===== src/assert_macros.svh =====
`ifndef ASSERT_MACROS_SVH
`define ASSERT_MACROS_SVH

// checks a property on every clock edge outside reset
`define SFP_ASSERT(label, prop, msg) \
  label: assert property (@(posedge clk) disable iff (!rst_n) (prop)) else $error(msg);

// checks that an antecedent implies a consequent on the same edge
`define SFP_ASSERT_IMPL(label, ante, cons, msg) \
  label: assert property (@(posedge clk) disable iff (!rst_n) (ante) |-> (cons)) \
    else $error(msg);

`endif


===== src/sfp_pkg.sv =====
package sfp_pkg;

  localparam int FRAME_BYTES = 56;
  localparam int ADDR_W      = 6;
  localparam int FILL_W      = 6;
  localparam int FIELD_BYTES = 48;

  localparam logic [7:0]  SYNC_A      = 8'hA5;
  localparam logic [7:0]  SYNC_B      = 8'h5A;
  localparam logic [15:0] PAYLOAD_LEN = 16'd24;
  localparam logic [15:0] CRC_POLY    = 16'h1021;
  localparam logic [15:0] CRC_INIT    = 16'hFFFF;
  localparam logic [15:0] CRC_MSB     = 16'h8000;

  // byte offsets inside a frame
  localparam logic [FILL_W-1:0] OFS_VERSION = 6'd2;
  localparam logic [FILL_W-1:0] OFS_TYPE    = 6'd3;
  localparam logic [FILL_W-1:0] OFS_LEN_LO  = 6'd4;
  localparam logic [FILL_W-1:0] OFS_LEN_HI  = 6'd5;
  localparam logic [FILL_W-1:0] OFS_SEQ     = 6'd6;
  localparam logic [FILL_W-1:0] OFS_CRC_END = 6'd53;
  localparam logic [FILL_W-1:0] OFS_CRC_LO  = 6'd54;
  localparam logic [FILL_W-1:0] OFS_CRC_HI  = 6'd55;

  typedef enum logic [2:0] {
    VERDICT_NEED_MORE = 3'd0,
    VERDICT_ACCEPT    = 3'd1,
    VERDICT_REJECT    = 3'd2,
    VERDICT_NACK_LEN  = 3'd3,
    VERDICT_NACK_VER  = 3'd4,
    VERDICT_NACK_CRC  = 3'd5,
    VERDICT_NACK_SEQ  = 3'd6
  } verdict_t;

  typedef enum logic [1:0] {
    CFG_FRAME_VERSION  = 2'd0,
    CFG_TYPE_COMMAND   = 2'd1,
    CFG_TYPE_EMERGENCY = 2'd2
  } cfg_index_t;

  typedef enum logic [1:0] {
    ST_IDLE  = 2'd0,
    ST_SCAN  = 2'd1,
    ST_JUDGE = 2'd2
  } state_t;

  typedef struct packed {
    logic take;
    logic scan_start;
    logic scan;
    logic judge;
  } ctrl_cmd_t;

  typedef struct packed {
    logic completes;
    logic scan_done;
    logic out_busy;
  } ctrl_stat_t;

  typedef struct packed {
    verdict_t    verdict;
    logic [63:0] frame_sequence;
    logic [63:0] source_time;
    logic [63:0] trace_tag;
    logic [63:0] joint_zero;
    logic [63:0] joint_one;
    logic [63:0] joint_two;
    logic        emergency;
  } result_t;

  // one byte of crc-16/ccitt-false, msb first
  function automatic logic [15:0] crc_byte(input logic [15:0] crc, input logic [7:0] d);
    logic [15:0] c;
    c = crc ^ {d, 8'h00};
    for (int b = 0; b < 8; b++) begin
      if ((c & CRC_MSB) != 16'h0000) begin
        c = {c[14:0], 1'b0} ^ CRC_POLY;
      end else begin
        c = {c[14:0], 1'b0};
      end
    end
    return c;
  endfunction

  // logical frame offset to physical store address, ring of FRAME_BYTES
  function automatic logic [ADDR_W-1:0] phys_addr(input logic [ADDR_W-1:0] head,
                                                  input logic [FILL_W-1:0] idx);
    logic [ADDR_W:0] sum;
    sum = {1'b0, head} + {1'b0, idx};
    if (sum >= (ADDR_W+1)'(FRAME_BYTES)) begin
      sum = sum - (ADDR_W+1)'(FRAME_BYTES);
    end
    return sum[ADDR_W-1:0];
  endfunction

endpackage


===== src/sfp_in_if.sv =====
interface sfp_in_if;
  logic        valid;
  logic        ready;
  logic [7:0]  data_byte;
  logic [63:0] last_sequence;

  modport source(output valid, output data_byte, output last_sequence, input ready);
  modport sink(input valid, input data_byte, input last_sequence, output ready);
endinterface


===== src/sfp_out_if.sv =====
interface sfp_out_if;
  logic        valid;
  logic        ready;
  logic [2:0]  verdict;
  logic [63:0] frame_sequence;
  logic [63:0] source_time;
  logic [63:0] trace_tag;
  logic [63:0] joint_zero;
  logic [63:0] joint_one;
  logic [63:0] joint_two;
  logic        emergency;

  modport source(output valid, output verdict, output frame_sequence, output source_time,
                 output trace_tag, output joint_zero, output joint_one, output joint_two,
                 output emergency, input ready);
  modport sink(input valid, input verdict, input frame_sequence, input source_time,
               input trace_tag, input joint_zero, input joint_one, input joint_two,
               input emergency, output ready);
endinterface


===== src/sfp_cfg_if.sv =====
interface sfp_cfg_if;
  logic       valid;
  logic       ready;
  logic [1:0] index;
  logic [7:0] data;

  modport source(output valid, output index, output data, input ready);
  modport sink(input valid, input index, input data, output ready);
endinterface


===== src/sfp_ram.sv =====
module sfp_ram #(
  parameter int WIDTH = 8,
  parameter int DEPTH = sfp_pkg::FRAME_BYTES
) (
  input  logic                     clk,
  input  logic                     we,
  input  logic [$clog2(DEPTH)-1:0] waddr,
  input  logic [WIDTH-1:0]         wdata,
  input  logic [$clog2(DEPTH)-1:0] raddr,
  output logic [WIDTH-1:0]         rdata
);

  logic [WIDTH-1:0] mem [DEPTH];

  always_ff @(posedge clk) begin
    if (we) begin
      mem[waddr] <= wdata;
    end
    rdata <= mem[raddr];
  end

endmodule


===== src/sfp_ctrl.sv =====
`include "assert_macros.svh"

module sfp_ctrl (
  input  logic                  clk,
  input  logic                  rst_n,
  input  logic                  in_valid,
  output logic                  in_ready,
  input  sfp_pkg::ctrl_stat_t   stat,
  output sfp_pkg::ctrl_cmd_t    cmd
);

  sfp_pkg::state_t state_r, state_nxt;

  always_ff @(posedge clk) begin
    if (!rst_n) begin
      state_r <= sfp_pkg::ST_IDLE;
    end else begin
      state_r <= state_nxt;
    end
  end

  always_comb begin
    state_nxt      = state_r;
    in_ready       = 1'b0;
    cmd            = '0;
    unique case (state_r)
      sfp_pkg::ST_IDLE: begin
        in_ready       = !stat.out_busy;
        cmd.take       = in_valid && !stat.out_busy;
        cmd.scan_start = cmd.take && stat.completes;
        if (cmd.scan_start) begin
          state_nxt = sfp_pkg::ST_SCAN;
        end
      end
      sfp_pkg::ST_SCAN: begin
        cmd.scan = 1'b1;
        if (stat.scan_done) begin
          state_nxt = sfp_pkg::ST_JUDGE;
        end
      end
      sfp_pkg::ST_JUDGE: begin
        cmd.judge = 1'b1;
        state_nxt = sfp_pkg::ST_IDLE;
      end
      default: begin
        state_nxt = sfp_pkg::ST_IDLE;
      end
    endcase
  end

  `SFP_ASSERT_IMPL(a_judge_after_scan, state_r == sfp_pkg::ST_JUDGE, $past(state_r) == sfp_pkg::ST_SCAN, "judge not preceded by scan")
  `SFP_ASSERT_IMPL(a_scan_from_frame_end, state_r == sfp_pkg::ST_SCAN && $past(state_r) == sfp_pkg::ST_IDLE, $past(cmd.take && stat.completes), "scan entered without a closing byte")

endmodule


===== src/sfp_datapath.sv =====
`include "assert_macros.svh"

module sfp_datapath (
  input  logic                clk,
  input  logic                rst_n,
  input  sfp_pkg::ctrl_cmd_t  cmd,
  output sfp_pkg::ctrl_stat_t stat,
  input  logic [7:0]          in_data_byte,
  input  logic [63:0]         in_last_sequence,
  input  logic                cfg_we,
  input  logic [1:0]          cfg_index,
  input  logic [7:0]          cfg_data,
  input  logic                out_ready,
  output logic                out_valid,
  output sfp_pkg::result_t    out_item
);

  localparam int AW = sfp_pkg::ADDR_W;
  localparam int FW = sfp_pkg::FILL_W;
  localparam int FIELD_W = 8 * sfp_pkg::FIELD_BYTES;
  localparam logic [FW-1:0] LAST_IDX = FW'(sfp_pkg::FRAME_BYTES - 1);

  logic [7:0] cfg_version_r, cfg_type_cmd_r, cfg_type_em_r;

  logic          hunting_r;
  logic [FW-1:0] fill_r;
  logic [AW-1:0] head_r;
  logic [63:0]   seq_floor_r;

  logic             out_valid_r;
  sfp_pkg::result_t out_item_r;

  // scan pass
  logic [FW-1:0]      scan_cnt_r;
  logic               proc_v_r;
  logic [FW-1:0]      proc_idx_r;
  logic               sync0_r, sync1_r;
  logic [7:0]         ver_r, ty_r, prev_r;
  logic [15:0]        len_r, rx_crc_r, crc_r;
  logic [FIELD_W-1:0] fields_r;
  logic               found_r, last_a5_r;
  logic [FW-1:0]      pos_r;

  logic          ram_we;
  logic [AW-1:0] ram_waddr, ram_raddr;
  logic [7:0]    ram_rdata;

  sfp_ram #(.WIDTH(8), .DEPTH(sfp_pkg::FRAME_BYTES)) u_store (
    .clk   (clk),
    .we    (ram_we),
    .waddr (ram_waddr),
    .wdata (in_data_byte),
    .raddr (ram_raddr),
    .rdata (ram_rdata)
  );

  logic completes;
  assign completes = !hunting_r && (fill_r == LAST_IDX);

  assign stat.completes = completes;
  assign stat.scan_done = proc_v_r && (proc_idx_r == LAST_IDX);
  assign stat.out_busy  = out_valid_r;
  assign out_valid      = out_valid_r;
  assign out_item       = out_item_r;

  assign ram_raddr = sfp_pkg::phys_addr(head_r, scan_cnt_r);

  always_comb begin
    ram_we    = 1'b0;
    ram_waddr = sfp_pkg::phys_addr(head_r, fill_r);
    if (cmd.take) begin
      if (hunting_r) begin
        if (fill_r != '0 && in_data_byte == sfp_pkg::SYNC_B) begin
          ram_we    = 1'b1;
          ram_waddr = sfp_pkg::phys_addr(head_r, FW'(1));
        end else if (in_data_byte == sfp_pkg::SYNC_A) begin
          ram_we    = 1'b1;
          ram_waddr = sfp_pkg::phys_addr(head_r, '0);
        end
      end else begin
        ram_we = 1'b1;
      end
    end
  end

  sfp_pkg::verdict_t verdict;
  sfp_pkg::result_t  judge_item;
  logic              type_cmd, type_em;

  always_comb begin
    type_cmd = (ty_r == cfg_type_cmd_r);
    type_em  = (ty_r == cfg_type_em_r);
    if (!(sync0_r && sync1_r)) begin
      verdict = sfp_pkg::VERDICT_REJECT;
    end else if (len_r != sfp_pkg::PAYLOAD_LEN) begin
      verdict = sfp_pkg::VERDICT_NACK_LEN;
    end else if (ver_r != cfg_version_r) begin
      verdict = sfp_pkg::VERDICT_NACK_VER;
    end else if (!type_cmd && !type_em) begin
      verdict = sfp_pkg::VERDICT_REJECT;
    end else if (rx_crc_r != crc_r) begin
      verdict = sfp_pkg::VERDICT_NACK_CRC;
    end else if (fields_r[63:0] <= seq_floor_r) begin
      verdict = sfp_pkg::VERDICT_NACK_SEQ;
    end else begin
      verdict = sfp_pkg::VERDICT_ACCEPT;
    end
    judge_item         = '0;
    judge_item.verdict = verdict;
    if (verdict == sfp_pkg::VERDICT_ACCEPT) begin
      judge_item.frame_sequence = fields_r[63:0];
      judge_item.source_time    = fields_r[127:64];
      judge_item.trace_tag      = fields_r[191:128];
      judge_item.joint_zero     = fields_r[255:192];
      judge_item.joint_one      = fields_r[319:256];
      judge_item.joint_two      = fields_r[383:320];
      judge_item.emergency      = type_em;
    end
  end

  always_ff @(posedge clk) begin
    if (!rst_n) begin
      cfg_version_r  <= 8'd1;
      cfg_type_cmd_r <= 8'd1;
      cfg_type_em_r  <= 8'd2;
      hunting_r      <= 1'b1;
      fill_r         <= '0;
      head_r         <= '0;
      out_valid_r    <= 1'b0;
      scan_cnt_r     <= FW'(sfp_pkg::FRAME_BYTES);
      proc_v_r       <= 1'b0;
    end else begin
      if (cfg_we) begin
        unique case (sfp_pkg::cfg_index_t'(cfg_index))
          sfp_pkg::CFG_FRAME_VERSION:  cfg_version_r  <= cfg_data;
          sfp_pkg::CFG_TYPE_COMMAND:   cfg_type_cmd_r <= cfg_data;
          sfp_pkg::CFG_TYPE_EMERGENCY: cfg_type_em_r  <= cfg_data;
          default: ;
        endcase
      end

      if (out_valid_r && out_ready) begin
        out_valid_r <= 1'b0;
      end

      if (cmd.take) begin
        seq_floor_r <= in_last_sequence;
        if (hunting_r) begin
          if (fill_r == '0) begin
            fill_r <= (in_data_byte == sfp_pkg::SYNC_A) ? FW'(1) : '0;
          end else if (in_data_byte == sfp_pkg::SYNC_B) begin
            fill_r    <= FW'(2);
            hunting_r <= 1'b0;
          end else begin
            fill_r <= (in_data_byte == sfp_pkg::SYNC_A) ? FW'(1) : '0;
          end
        end else begin
          fill_r <= fill_r + FW'(1);
        end
        if (!completes) begin
          out_valid_r <= 1'b1;
          out_item_r  <= '0;
        end
      end

      if (cmd.scan_start) begin
        scan_cnt_r <= '0;
        proc_v_r   <= 1'b0;
        crc_r      <= sfp_pkg::CRC_INIT;
        found_r    <= 1'b0;
      end else if (cmd.scan) begin
        proc_v_r   <= (scan_cnt_r < FW'(sfp_pkg::FRAME_BYTES));
        proc_idx_r <= scan_cnt_r;
        if (scan_cnt_r < FW'(sfp_pkg::FRAME_BYTES)) begin
          scan_cnt_r <= scan_cnt_r + FW'(1);
        end
      end

      if (proc_v_r) begin
        prev_r <= ram_rdata;
        if (proc_idx_r == '0)                  sync0_r        <= (ram_rdata == sfp_pkg::SYNC_A);
        if (proc_idx_r == FW'(1))              sync1_r        <= (ram_rdata == sfp_pkg::SYNC_B);
        if (proc_idx_r == sfp_pkg::OFS_VERSION) ver_r         <= ram_rdata;
        if (proc_idx_r == sfp_pkg::OFS_TYPE)    ty_r          <= ram_rdata;
        if (proc_idx_r == sfp_pkg::OFS_LEN_LO)  len_r[7:0]    <= ram_rdata;
        if (proc_idx_r == sfp_pkg::OFS_LEN_HI)  len_r[15:8]   <= ram_rdata;
        if (proc_idx_r == sfp_pkg::OFS_CRC_LO)  rx_crc_r[7:0] <= ram_rdata;
        if (proc_idx_r == sfp_pkg::OFS_CRC_HI) begin
          rx_crc_r[15:8] <= ram_rdata;
          last_a5_r      <= (ram_rdata == sfp_pkg::SYNC_A);
        end
        if (proc_idx_r >= sfp_pkg::OFS_VERSION && proc_idx_r <= sfp_pkg::OFS_CRC_END) begin
          crc_r <= sfp_pkg::crc_byte(crc_r, ram_rdata);
        end
        if (proc_idx_r >= sfp_pkg::OFS_SEQ && proc_idx_r <= sfp_pkg::OFS_CRC_END) begin
          fields_r <= {ram_rdata, fields_r[FIELD_W-1:8]};
        end
        // first later sync word, starting at offset one
        if (proc_idx_r >= FW'(2) && !found_r && prev_r == sfp_pkg::SYNC_A &&
            ram_rdata == sfp_pkg::SYNC_B) begin
          found_r <= 1'b1;
          pos_r   <= proc_idx_r - FW'(1);
        end
      end

      if (cmd.judge) begin
        out_valid_r <= 1'b1;
        out_item_r  <= judge_item;
        if (verdict == sfp_pkg::VERDICT_ACCEPT) begin
          hunting_r <= 1'b1;
          fill_r    <= '0;
        end else if (found_r) begin
          head_r    <= sfp_pkg::phys_addr(head_r, pos_r);
          fill_r    <= FW'(sfp_pkg::FRAME_BYTES) - pos_r;
          hunting_r <= 1'b0;
        end else if (last_a5_r) begin
          head_r    <= sfp_pkg::phys_addr(head_r, LAST_IDX);
          fill_r    <= FW'(1);
          hunting_r <= 1'b1;
        end else begin
          hunting_r <= 1'b1;
          fill_r    <= '0;
        end
      end
    end
  end

  `SFP_ASSERT_IMPL(a_hunt_fill, hunting_r, fill_r <= FW'(1), "hunt holds more than one byte")
  `SFP_ASSERT(a_head_range, head_r < AW'(sfp_pkg::FRAME_BYTES), "ring head out of range")

endmodule


===== src/synced_crc_frame_parser.sv =====
// channel | dir | handshake    | payload
// in_ch   | in  | valid/ready  | data_byte, last_sequence
// out_ch  | out | valid/ready  | verdict, frame_sequence, source_time, trace_tag,
//         |     |              | joint_zero, joint_one, joint_two, emergency
// cfg_ch  | in  | valid/ready  | index, data (always ready)
//
// a byte that does not close a frame gives its result the cycle after it is taken;
// the next byte is taken only once that result beat has gone
// a closing byte has its result once the 56-byte store has streamed through its registered
// read port and the frame has been judged; the next byte is taken after that result beat
// rst_n is synchronous: parser hunts for sync with an empty store, registers at 1, 1, 2
// in_ch.ready is low while a result beat waits on out_ch or a frame is being checked
`include "assert_macros.svh"

module synced_crc_frame_parser (
  input  logic      clk,
  input  logic      rst_n,
  sfp_in_if.sink    in_ch,
  sfp_out_if.source out_ch,
  sfp_cfg_if.sink   cfg_ch
);

  sfp_pkg::ctrl_cmd_t  cmd;
  sfp_pkg::ctrl_stat_t stat;
  sfp_pkg::result_t    out_item;
  logic                out_valid;

  // configuration writes are always taken
  assign cfg_ch.ready = 1'b1;

  sfp_ctrl u_ctrl (
    .clk      (clk),
    .rst_n    (rst_n),
    .in_valid (in_ch.valid),
    .in_ready (in_ch.ready),
    .stat     (stat),
    .cmd      (cmd)
  );

  sfp_datapath u_dp (
    .clk              (clk),
    .rst_n            (rst_n),
    .cmd              (cmd),
    .stat             (stat),
    .in_data_byte     (in_ch.data_byte),
    .in_last_sequence (in_ch.last_sequence),
    .cfg_we           (cfg_ch.valid),
    .cfg_index        (cfg_ch.index),
    .cfg_data         (cfg_ch.data),
    .out_ready        (out_ch.ready),
    .out_valid        (out_valid),
    .out_item         (out_item)
  );

  // result beat straight from the output register
  assign out_ch.valid          = out_valid;
  assign out_ch.verdict        = out_item.verdict;
  assign out_ch.frame_sequence = out_item.frame_sequence;
  assign out_ch.source_time    = out_item.source_time;
  assign out_ch.trace_tag      = out_item.trace_tag;
  assign out_ch.joint_zero     = out_item.joint_zero;
  assign out_ch.joint_one      = out_item.joint_one;
  assign out_ch.joint_two      = out_item.joint_two;
  assign out_ch.emergency      = out_item.emergency;

  `SFP_ASSERT_IMPL(a_one_in_flight, in_ch.valid && in_ch.ready, !out_ch.valid, "byte taken while a result waits")

endmodule

===== src/flat_wrapper.sv =====
// flat-port wrapper written by rule: the top's interface ports become plain ports
module synced_crc_frame_parser_flat 
  (clk, rst_n, in_ch_valid, in_ch_data_byte, in_ch_last_sequence, in_ch_ready, out_ch_valid, out_ch_verdict, out_ch_frame_sequence, out_ch_source_time, out_ch_trace_tag, out_ch_joint_zero, out_ch_joint_one, out_ch_joint_two, out_ch_emergency, out_ch_ready, cfg_ch_valid, cfg_ch_index, cfg_ch_data, cfg_ch_ready);
  sfp_in_if in_ch_i ();
  sfp_out_if out_ch_i ();
  sfp_cfg_if cfg_ch_i ();
  input  logic clk;
  input  logic rst_n;
  input wire logic [$bits(in_ch_i.valid)-1:0] in_ch_valid;
  input wire logic [$bits(in_ch_i.data_byte)-1:0] in_ch_data_byte;
  input wire logic [$bits(in_ch_i.last_sequence)-1:0] in_ch_last_sequence;
  output wire logic [$bits(in_ch_i.ready)-1:0] in_ch_ready;
  output wire logic [$bits(out_ch_i.valid)-1:0] out_ch_valid;
  output wire logic [$bits(out_ch_i.verdict)-1:0] out_ch_verdict;
  output wire logic [$bits(out_ch_i.frame_sequence)-1:0] out_ch_frame_sequence;
  output wire logic [$bits(out_ch_i.source_time)-1:0] out_ch_source_time;
  output wire logic [$bits(out_ch_i.trace_tag)-1:0] out_ch_trace_tag;
  output wire logic [$bits(out_ch_i.joint_zero)-1:0] out_ch_joint_zero;
  output wire logic [$bits(out_ch_i.joint_one)-1:0] out_ch_joint_one;
  output wire logic [$bits(out_ch_i.joint_two)-1:0] out_ch_joint_two;
  output wire logic [$bits(out_ch_i.emergency)-1:0] out_ch_emergency;
  input wire logic [$bits(out_ch_i.ready)-1:0] out_ch_ready;
  input wire logic [$bits(cfg_ch_i.valid)-1:0] cfg_ch_valid;
  input wire logic [$bits(cfg_ch_i.index)-1:0] cfg_ch_index;
  input wire logic [$bits(cfg_ch_i.data)-1:0] cfg_ch_data;
  output wire logic [$bits(cfg_ch_i.ready)-1:0] cfg_ch_ready;
  assign in_ch_i.valid = in_ch_valid;
  assign in_ch_i.data_byte = in_ch_data_byte;
  assign in_ch_i.last_sequence = in_ch_last_sequence;
  assign in_ch_ready = in_ch_i.ready;
  assign out_ch_valid = out_ch_i.valid;
  assign out_ch_verdict = out_ch_i.verdict;
  assign out_ch_frame_sequence = out_ch_i.frame_sequence;
  assign out_ch_source_time = out_ch_i.source_time;
  assign out_ch_trace_tag = out_ch_i.trace_tag;
  assign out_ch_joint_zero = out_ch_i.joint_zero;
  assign out_ch_joint_one = out_ch_i.joint_one;
  assign out_ch_joint_two = out_ch_i.joint_two;
  assign out_ch_emergency = out_ch_i.emergency;
  assign out_ch_i.ready = out_ch_ready;
  assign cfg_ch_i.valid = cfg_ch_valid;
  assign cfg_ch_i.index = cfg_ch_index;
  assign cfg_ch_i.data = cfg_ch_data;
  assign cfg_ch_ready = cfg_ch_i.ready;
  synced_crc_frame_parser u_core (.clk(clk), .rst_n(rst_n), .in_ch(in_ch_i), .out_ch(out_ch_i), .cfg_ch(cfg_ch_i));
endmodule

===== config.mk =====
export PLATFORM = sky130hd
export DESIGN_NAME = synced_crc_frame_parser_flat
export DESIGN_NICKNAME = d
export VERILOG_FILES = /design/src/sfp_pkg.sv /design/src/sfp_in_if.sv /design/src/sfp_out_if.sv /design/src/sfp_cfg_if.sv /design/src/sfp_ram.sv /design/src/sfp_ctrl.sv /design/src/sfp_datapath.sv /design/src/synced_crc_frame_parser.sv /design/src/flat_wrapper.sv
export VERILOG_INCLUDE_DIRS = /design/src /design/src/src
export SDC_FILE = /design/constraint.sdc
export NUM_CORES = 1
export LEC_CHECK = 0
export BUFFER_PORTS_ARGS = -buffer_cell sky130_fd_sc_hd__buf_2
export CORE_MARGIN = 1.5
export CORE_UTILIZATION = 66
export CTS_BUF_LIST = sky130_fd_sc_hd__clkbuf_4 sky130_fd_sc_hd__clkbuf_8
export CTS_CLUSTER_SIZE = 12
export DETAILED_ROUTE_END_ITERATION = 10
export GPL_ROUTABILITY_DRIVEN = 1
export PLACE_DENSITY_LB_ADDON = 0.15
export SKIP_LAST_GASP = 1
export SLEW_MARGIN = 20
export SYNTH_ARGS = -nofsm -noshare
export SYNTH_HDL_FRONTEND = slang
export SYNTH_HIERARCHICAL = 1
export SYNTH_SLANG_ARGS = --single-unit

===== constraint.sdc =====
create_clock -name clk -period 76.9 [get_ports clk]
set_input_delay 7.69 -clock clk [delete_from_list [all_inputs] [get_ports clk]]
set_output_delay 7.69 -clock clk [all_outputs]
set_load 0.02 [all_outputs]

Word-level counts from Yosys, hierarchy flattened. Memory sizes are Yosys's and may differ from the RTL's. A register that Yosys moved wholly into a read port is not among the register bits. Cells that the tools add are included.

Add/subtract/negate cells: 15. Mux-type cells: 93. Eq/ne operators: 26. Bitwise gates (word level): 12. Order comparisons: 11. Reduce and logical (&&, ||, !) cells: 49.

Operator list (number): 388-bit two-way mux (3); 385-bit two-way mux (1); 16-bit two-way mux (24); 6-bit two-way mux (20); 13-bit two-way mux (8); 64-bit <= comparator (1); 3-bit AND reduction (13); 6-bit subtractor (second input constant) (6); 7-bit by 6-bit >= comparator with 1-bit output (second input constant) (5); 1-bit two-way mux (25); 8-bit equality test (second input constant) (3); 3-bit inverter (8); 6-bit by 6-bit adder with 7-bit output (3); 6-bit equality test (second input constant) (3); 3-bit two-way mux (6); 8-bit by 7-bit equality test with 1-bit output (second input constant) (2); 8-bit equality test (2); 16-bit != test (1); 16-bit by 5-bit != test with 1-bit output (second input constant) (1); 2-bit AND reduction (8); 16-bit XOR (1); 1-bit logical AND (13); 6-bit by 1-bit adder with 6-bit output (second input constant) (2); 6-bit by 2-bit equality test with 1-bit output (second input constant) (2); other kinds (26) (45).

Output and inout bits: 391. Register bits: 971. Memories: 1. Bits in writable memories: 448. Bits of input ports: 87.

Memory list: u_core.u_dp.u_store.mem (depth 56, width 8, rd ports 1, clocked after memory_dff 1, write ports 1, line sfp_ram.sv:13) `logic [WIDTH-1:0] mem [DEPTH];`.

Longest topological paths before layout. Gate-level depths: netlist of the first run.

Word-level depth: 40. Depth in mapped cells: 18. Gate-level depth less buffers: 16.

Modules after synthesis. The synthesis of the first run kept the hierarchy.

By module, submodules not included: sfp_datapath (instances 1, cells an instance 2202, area an instance 37035.5 µm², seq. area each 28647.5 µm²); sfp_ram (instances 1, cells an instance 858, area an instance 17899.7 µm², seq. area each 13613.1 µm²); sfp_ctrl (instances 1, cells an instance 11, area an instance 117.6 µm², seq. area each 40.0 µm²); synced_crc_frame_parser (instances 1, cells an instance 2, area an instance 11.3 µm², seq. area each 0.0 µm²).

Worst setup path before layout of the first run. Ideal clock, no wire load.

Path type: input -> register. Start: in rst_n. End: reg u_core.u_dp.fields_r[0], enable pin. Path slack: 39.219 ns. Setup time: 1.697 ns. Arrival time: 35.984 ns. Data required time: 75.203 ns. Stages on the path: 3. Path through: clkbuf_1 > nand2_1 > a211oi_1.

Word-level cells in the longest chain between the ends: 1.

RTL lines: start: declaration (line flat_wrapper.sv:8) `input logic rst_n;`; 3-bit AND reduction (no line); end signal: assignment (line sfp_datapath.sv:196) `fields_r <= {ram_rdata, fields_r[FIELD_W-1:8]};`; end: declaration (line sfp_datapath.sv:40) `logic [FIELD_W-1:0] fields_r;`.

Every way passes these cells. A chain may end at the register's enable or synchronous reset.

Final worst setup path of the first run.
Start: in rst_n. End: reg u_core.u_dp.out_item_r (netlist bit u_core/u_dp/out_item[208]), enable pin.

Word-level cells in the longest chain between the ends: 1.

RTL lines: 3-bit AND reduction (no line); end signal: assignment (line sfp_datapath.sv:208) `out_item_r <= judge_item;`; end: declaration (line sfp_datapath.sv:31) `sfp_pkg::result_t out_item_r;`.

Every way passes these cells.

==> results.toml, run 1 <==
[global_routing]
busiest_layer = "met2"
use_met3_pct = 5.80
gr-total-overflow = 0
grt_pass1_vias = 29300
grt_util_met2_pct = 48.2
grt_max_degree = 136
antenna_found_initial = 4
grt_use_total_pct = 28.4
use_met1_pct = 36.3
grt_pass1_wl_um = 179000

[floorplanning]
die_height_um = 292
core_area_mm2 = 0.0824
rows = 105
die_area_mm2 = 0.0852
die_x_um = 292
start_util_pct = 66.8
num_io_pins = 478

[sta]
post-route-period-util_pct = 15.1
finalHoldViolCount = 0
relSlewSlack_pct = 25.8
clock_skew_ns = 0.0563
holdWs_ns = 0.409
fin_setup_tns_ns = 0
tightest_slew_ns = 1.11
setup_viol = 0
drv_slew = 0
fmax_ghz = 0.0859
finalCriticalPeriod_ns = 11.64
rsz0062_at_grt = "false"

[power_and_ir_drop]
leakage_uw = 0.0228
ir_drop_v = 0.0000208
p_sw_uw = 311
pwr-share-seq_pct = 56.5
power_density_mw_per_mm2 = 24.2
fin_total_pwr_uw = 1520
power.internal_uw = 1210
clock_power_share_pct = 41.1
sw_frac_of_total_pct = 20.5
p_comb_share_pct = 2.4

[synthesis]
syn_area_mm2 = 0.0551
yosysWarnings = 6
seq_area_frac_synth_pct = 76.8
async_flop_share_pct = 0
synthCells = 3073
ys_types = 83
synth-edff-count = 1372
synth_area_per_cell_um2 = 17.9
ys.flop_type = "edfxtp_1"
syn_nets = 3266
ys_ff_latch = 1427

[route]
detail_route.wl_per_cell_um = 24.4
routed_wl_um = 120000
viasPerCell = 5.88
drt_pass1_iterations = 6
vias = 28900
drc = 0
initialDrtViolationCount = 2477
drt.antenna.violating_nets = 0

[worst_setup_path]
worst_r2r_path_depth = 12
worstSetupPathType = "input port to register"
ff2ff_setup_slack_ns = 70.34
cp-start-kind = "input port"
crit_required_ns = 77.36
end_kind = "register"
cp_max_fo = 84
arrival_ns = 12.10

[cts]
cts_root_buf = "clkbuf_8"
cts_setup_buffers = 0
numCtsBuffers = 210
postCtsHoldBufs = 0
ctsLongestPathBuffers = 3
clock-sinks = 1427
cts-resized-gates = 0
cts.htree.levels = 4
clk_pin_slew_ns = 0.07
clk_latency_ns = 0.86
cts_tree = "yes"

[place]
hpwl_um = 79400
port_buffers = 476
gp_congestion = 0.924

[layout]
drive_gt1_share_pct = 25.0
area_growth_pct = 13.7
fillers = 4624
seq_area_mm2 = 0.0423
multi_input_area_mm2 = 0.0115
nNetsFinal = 3875

[run_status]
status = "finished, final reports clean"

[worst_hold_path]
hp-class = "register to register"
worst_hold_path.num_cells = 0

[flow_run]
maxCapViolCount = 0
## routing by layer
| metal | up-vias | share of wire, % |
|---|---|---|
| li1 | 12900 | - |
| met1 | 14500 | 38 |
| met2 | 1255 | 51 |
| met3 | 233 | 7.3 |
| met4 | 2 | 3.6 |
| met5 | - | 0.0092 |
## power by group through the flow
stage | clock network (uW) | registers, uW | logic, uW
global placement | 0 | 873 | 34.3
floorplan | 0 | 884 | 13.0
detailed placement | 0 | 874 | 35.5
CTS | 635 | 857 | 35.7
finish | 624 | 857 | 35.8
global route | 668 | 857 | 38.3
## cells in the mapped netlist (4+ instances only)
cell      count  area [um^2]
nand2_1      85          319
a21o_1       11         82.6
edfxtp_1   1372        41200
nor4_1       20          125
a31oi_1       9         56.3
o22ai_1       8         50.1
xnor2_1      59          517
a22o_1        8         70.1
o21ai_0      44          220
and2_1      389         2430
nor4bb_1      5         50.1
a211oi_1     20          150
ha_1        103         1290
clkbuf_4      4         30.0
dfxtp_1      55         1100
mux2_2       13          146
o221ai_1      9         78.8
nor2_1      132          495
inv_1        94          353
buf_6        49          552
nand4_1      29          181
nand3_1      35          175
o31ai_1      10         75.1
buf_2        11         55.1
mux2i_1      95          951
nor3b_1       8         60.1
nor2b_1      14         87.6
buf_4        10         75.1
o211ai_1      4         30.0
nand2b_1      9         56.3
clkbuf_1     37          139
xor2_1       43          377
nand3b_1      9         67.6
o21a_1        4         30.0
mux4_1       18          473
a22oi_1      11         82.6
nor3_1       30          150
mux4_2       75         1690
a21oi_1      66          330
## critical path: stages
cell    delay, ns
buf_2        0.07
buf_4        0.39
inv_1        0.60
nor2_4       0.57
buf_12       0.26
buf_4        0.58
buf_4        0.78
buf_4        0.97
## kinds of logic after synthesis
logic type	share of synthesized area [%]
buffers and inverters	2.33
adders and majority gates	2.45
and+or+nand+nor	8.04
other	0.00681
muxes	5.92
xor gates and xnor gates	1.62
AOI/OAI and AO/OA	2.81
DFF	76.8
## metrics by stage
step	instance area [um^2]	std cells	util (%)	worst slack [ns]
after global placement	58200	4537	70.6	64.26
after detailed placement	58200	4537	70.6	64.03
final	62600	4923	76.0	65.26
after global routing	62600	4923	76.0	64.98
after floorplan	55100	3073	-	39.22
after CTS	62500	4919	75.9	64.92
## cells in the final DEF (no fill, tap or decap), types with 55 or more instances in the layout
cell type,Yosys,final
and2_1,389,388
a21oi_1,66,66
clkbuf_8,1,217
nand2_1,85,85
mux2i_1,95,95
clkbuf_4,4,69
buf_2,11,476
dfxtp_1,55,55
ha_1,103,102
inv_1,94,93
mux4_2,75,75
xnor2_1,59,58
edfxtp_1,1372,1372
nor2_1,132,131
## final cells by class
class	count	share of cell area, %
inverters	94	0.566
repair buffers	515	4.34
clock buffers	286	5.60
clock inverters	96	1.35
diodes	1	0.00400
well taps	1070	2.14
multi-input cells	1434	18.4
flip-flops and latches	1427	67.6
## flip-flops by register name (all words and copies together), names as in the netlist, 16 cells and up
| name | flops |
|---|---|
| u_core/u_dp/out_item | 388 |
| u_core/u_dp/seq_floor_r | 64 |
| u_core/u_dp/rx_crc_r | 16 |
| u_core/u_dp/len_r | 16 |
| u_core/u_dp/u_store/mem | 448 |
| u_core/u_dp/fields_r | 384 |
| u_core/u_dp/crc_r | 16 |
## worst paths after layout
kind,endpoint,start
min,u_core/u_dp/fields_r[275],u_core/u_dp/fields_r[283]
max,u_core/u_dp/out_item[208],rst_n
max reg2reg,u_core/u_dp/out_item[75],u_core/u_dp/fields_r[52]
min reg2reg,u_core/u_dp/fields_r[275],u_core/u_dp/fields_r[283]
Power figures use the tool's default switching activity.
==> run 2, diff against run 1 <==
- CORE_UTILIZATION: 66 -> 62
- clock period: 76.9 -> 11.05 ns (I/O delays scaled with it)
==> run 2 against run 1 <==
Against the previous run:
- non-clock buffer count decreased by 5
- combinational power increased to 6.9 times the previous value
- first-iteration DRC count increased by 5.2%
- total power increased to 6.7 times the previous value
- largest power group unchanged
- highest routed layer is now met4
==> results.toml, run 2 (synthesis results as in run 1) <==
[floorplanning]
start_util_pct = 62.4
die_height_um = 301
rows = 109
die_area_mm2 = 0.0906
core_area_mm2 = 0.0882
die_x_um = 301
num_io_pins = 478

[power_and_ir_drop]
fin_total_pwr_uw = 10200
power_density_mw_per_mm2 = 163
sw_frac_of_total_pct = 20.8
ir_drop_v = 0.000160
p_sw_uw = 2120
clock_power_share_pct = 39.0
leakage_uw = 0.0226
p_comb_share_pct = 2.4
pwr-share-seq_pct = 58.5
power.internal_uw = 8070

[place]
hpwl_um = 77200
port_buffers = 476
gp_congestion = 0.961
placed_cell_area_mm2 = 0.0583

[worst_setup_path]
crit_chain = "inv_1 > fa_1 > clkinv_2 > nor3_1 > a31oi_1 > o21ai_0 > xor2_2 > nor2b_1 > nand2b_1 > nand4_1 > o32ai_1 > a32o_1"
worstSetupPathType = "register to register"
crit_required_ns = 11.80
slowest_delay_ns = 0.87
arrival_ns = 6.01
worst-path-buf-inv = 2
cp-start-kind = "register"
critical_path.top_delay_family = "simple AND/OR/NAND/NOR gates"
cp_max_fo = 43
crit_slowest_cell = "nor2b_1"
end_kind = "register"

[sta]
holdWs_ns = 0.415
finalHoldViolCount = 0
tightest_slew_ns = 1.16
rsz0062_at_grt = "false"
setup_viol = 0
drv_slew = 0
fmax_ghz = 0.190
clock_skew_ns = 0.0379
fin_setup_tns_ns = 0
post-route-period-util_pct = 47.6
finalCriticalPeriod_ns = 5.26
relSlewSlack_pct = 22.8

[route]
drt.antenna.violating_nets = 0
vias = 28800
initialDrtViolationCount = 2605
drc = 0
viasPerCell = 5.75
wl_met1_um = 46300
dr.max_layer_used = "met4"
routed_wl_um = 118000
drt_pass1_iterations = 6
detail_route.wl_per_cell_um = 23.6
wl_met2_um = 59300
met3_length_um = 7400

[layout]
final_cell_mix = "1372 x edfxtp_1, 476 x buf_2, 388 x and2_1, 214 x clkbuf_8, 131 x nor2_1"
largest_reg_flops = 448
regMostFlops = "u_core/u_dp/u_store/mem"
stdcell_area_mm2 = 0.0623
drive_gt1_share_pct = 24.6
area_growth_pct = 13.2
layout_commonest_cell = "edfxtp_1"
nNetsFinal = 3873

[run_status]
status = "finished, final reports clean"

[cts]
cts.htree.levels = 4
cts_root_buf = "clkbuf_8"
clk_latency_ns = 0.87
clk_pin_slew_ns = 0.06
clock-sinks = 1427
numCtsBuffers = 213
ctsLongestPathBuffers = 3
cts_tree = "yes"
postCtsHoldBufs = 0
cts_setup_buffers = 0
cts-resized-gates = 0

[global_routing]
antenna_found_initial = 5
grt_max_degree = 257
grt_use_total_pct = 26.1
grt_pass1_wl_um = 175000
gr-total-overflow = 0
grt_pass1_vias = 29100

[flow_run]
maxCapViolCount = 0

[worst_hold_path]
hp-class = "input port to register"
[run 2: changes by cell type in the layout (fill, tap and decap cells not counted), moves of 2 or more]
| cell | change |
|---|---|
| clkinvlp_4 | +4 |
| inv_6 | -2 |
| buf_4 | -8 |
| bufinv_16 | -13 |
| clkinv_1 | +8 |
| buf_6 | +2 |
| diode_2 | +5 |
| buf_12 | +2 |
| clkbuf_8 | -3 |
[run 2: worst paths after layout]
kind	startpoint	to	slack [ns]	depth (start not counted)
worst max-delay path	u_core/u_dp/head_r[1]	u_core/u_dp/u_store/rdata[4]	5.79	12
worst min-delay path	in_ch_last_sequence[21]	u_core/u_dp/seq_floor_r[21]	0.41	1
worst max register to register	u_core/u_dp/head_r[1]	u_core/u_dp/u_store/rdata[4]	5.79	12
worst min register to register	u_core/u_dp/fields_r[167]	u_core/u_dp/fields_r[159]	0.42	0
[run 2: metal layers]
metal	vias up	track usage [%]
met4	0	11.9
met5	-	0
met2	1144	43.1
met1	14500	33.8
met3	267	5.19
li1	12900	-
[run 2: power groups by stage]
| stage | clock (uW) | sequential, uW | combinational (uW) |
|---|---|---|---|
| global route | 4300 | 5960 | 269 |
| finish | 3980 | 5960 | 248 |
| global placement | 0 | 6070 | 243 |
| CTS | 4060 | 5960 | 252 |
| detailed placement | 0 | 6080 | 250 |
| floorplan | 0 | 6120 | 92.0 |
[run 2: area by class of cell]
| type | instances | area [um^2] |
|---|---|---|
| inverters | 94 | 354 |
| repair buffers | 510 | 2700 |
| well taps | 1165 | 1460 |
| clock buffers | 283 | 3460 |
| clock inverters | 94 | 495 |
| multi-input cells | 1434 | 11600 |
| diodes | 6 | 15.0 |
| fillers | 5473 | 25900 |
| flip-flops and latches | 1427 | 42300 |
[run 2: stage by stage]
| step | setup slack (ns) | cells | util [%] |
|---|---|---|---|
| 6_report | 5.79 | 5013 | 70.6 |
| 5_1_grt | 5.24 | 5009 | 70.6 |
| 4_1_cts | 5.62 | 5007 | 70.6 |
| 3_5_place_dp | 5.51 | 4630 | 66.1 |
| 3_3_place_gp | 5.66 | 4630 | 66.1 |
| 2_1_floorplan | -0.381 | 3073 | - |
[run 2: worst register-to-register path: cells and delay by family, from the launching register on]
kind / cells / cell delay [ns]
XOR/XNOR: 1 / 0.63
buffers and inverters: 2 / 0.98
AO/OA/AOI/OAI: 4 / 0.83
flip-flops: 1 / 0.59
adder cells (fa/ha/maj): 1 / 0.62
AND/OR/NAND/NOR: 4 / 1.54
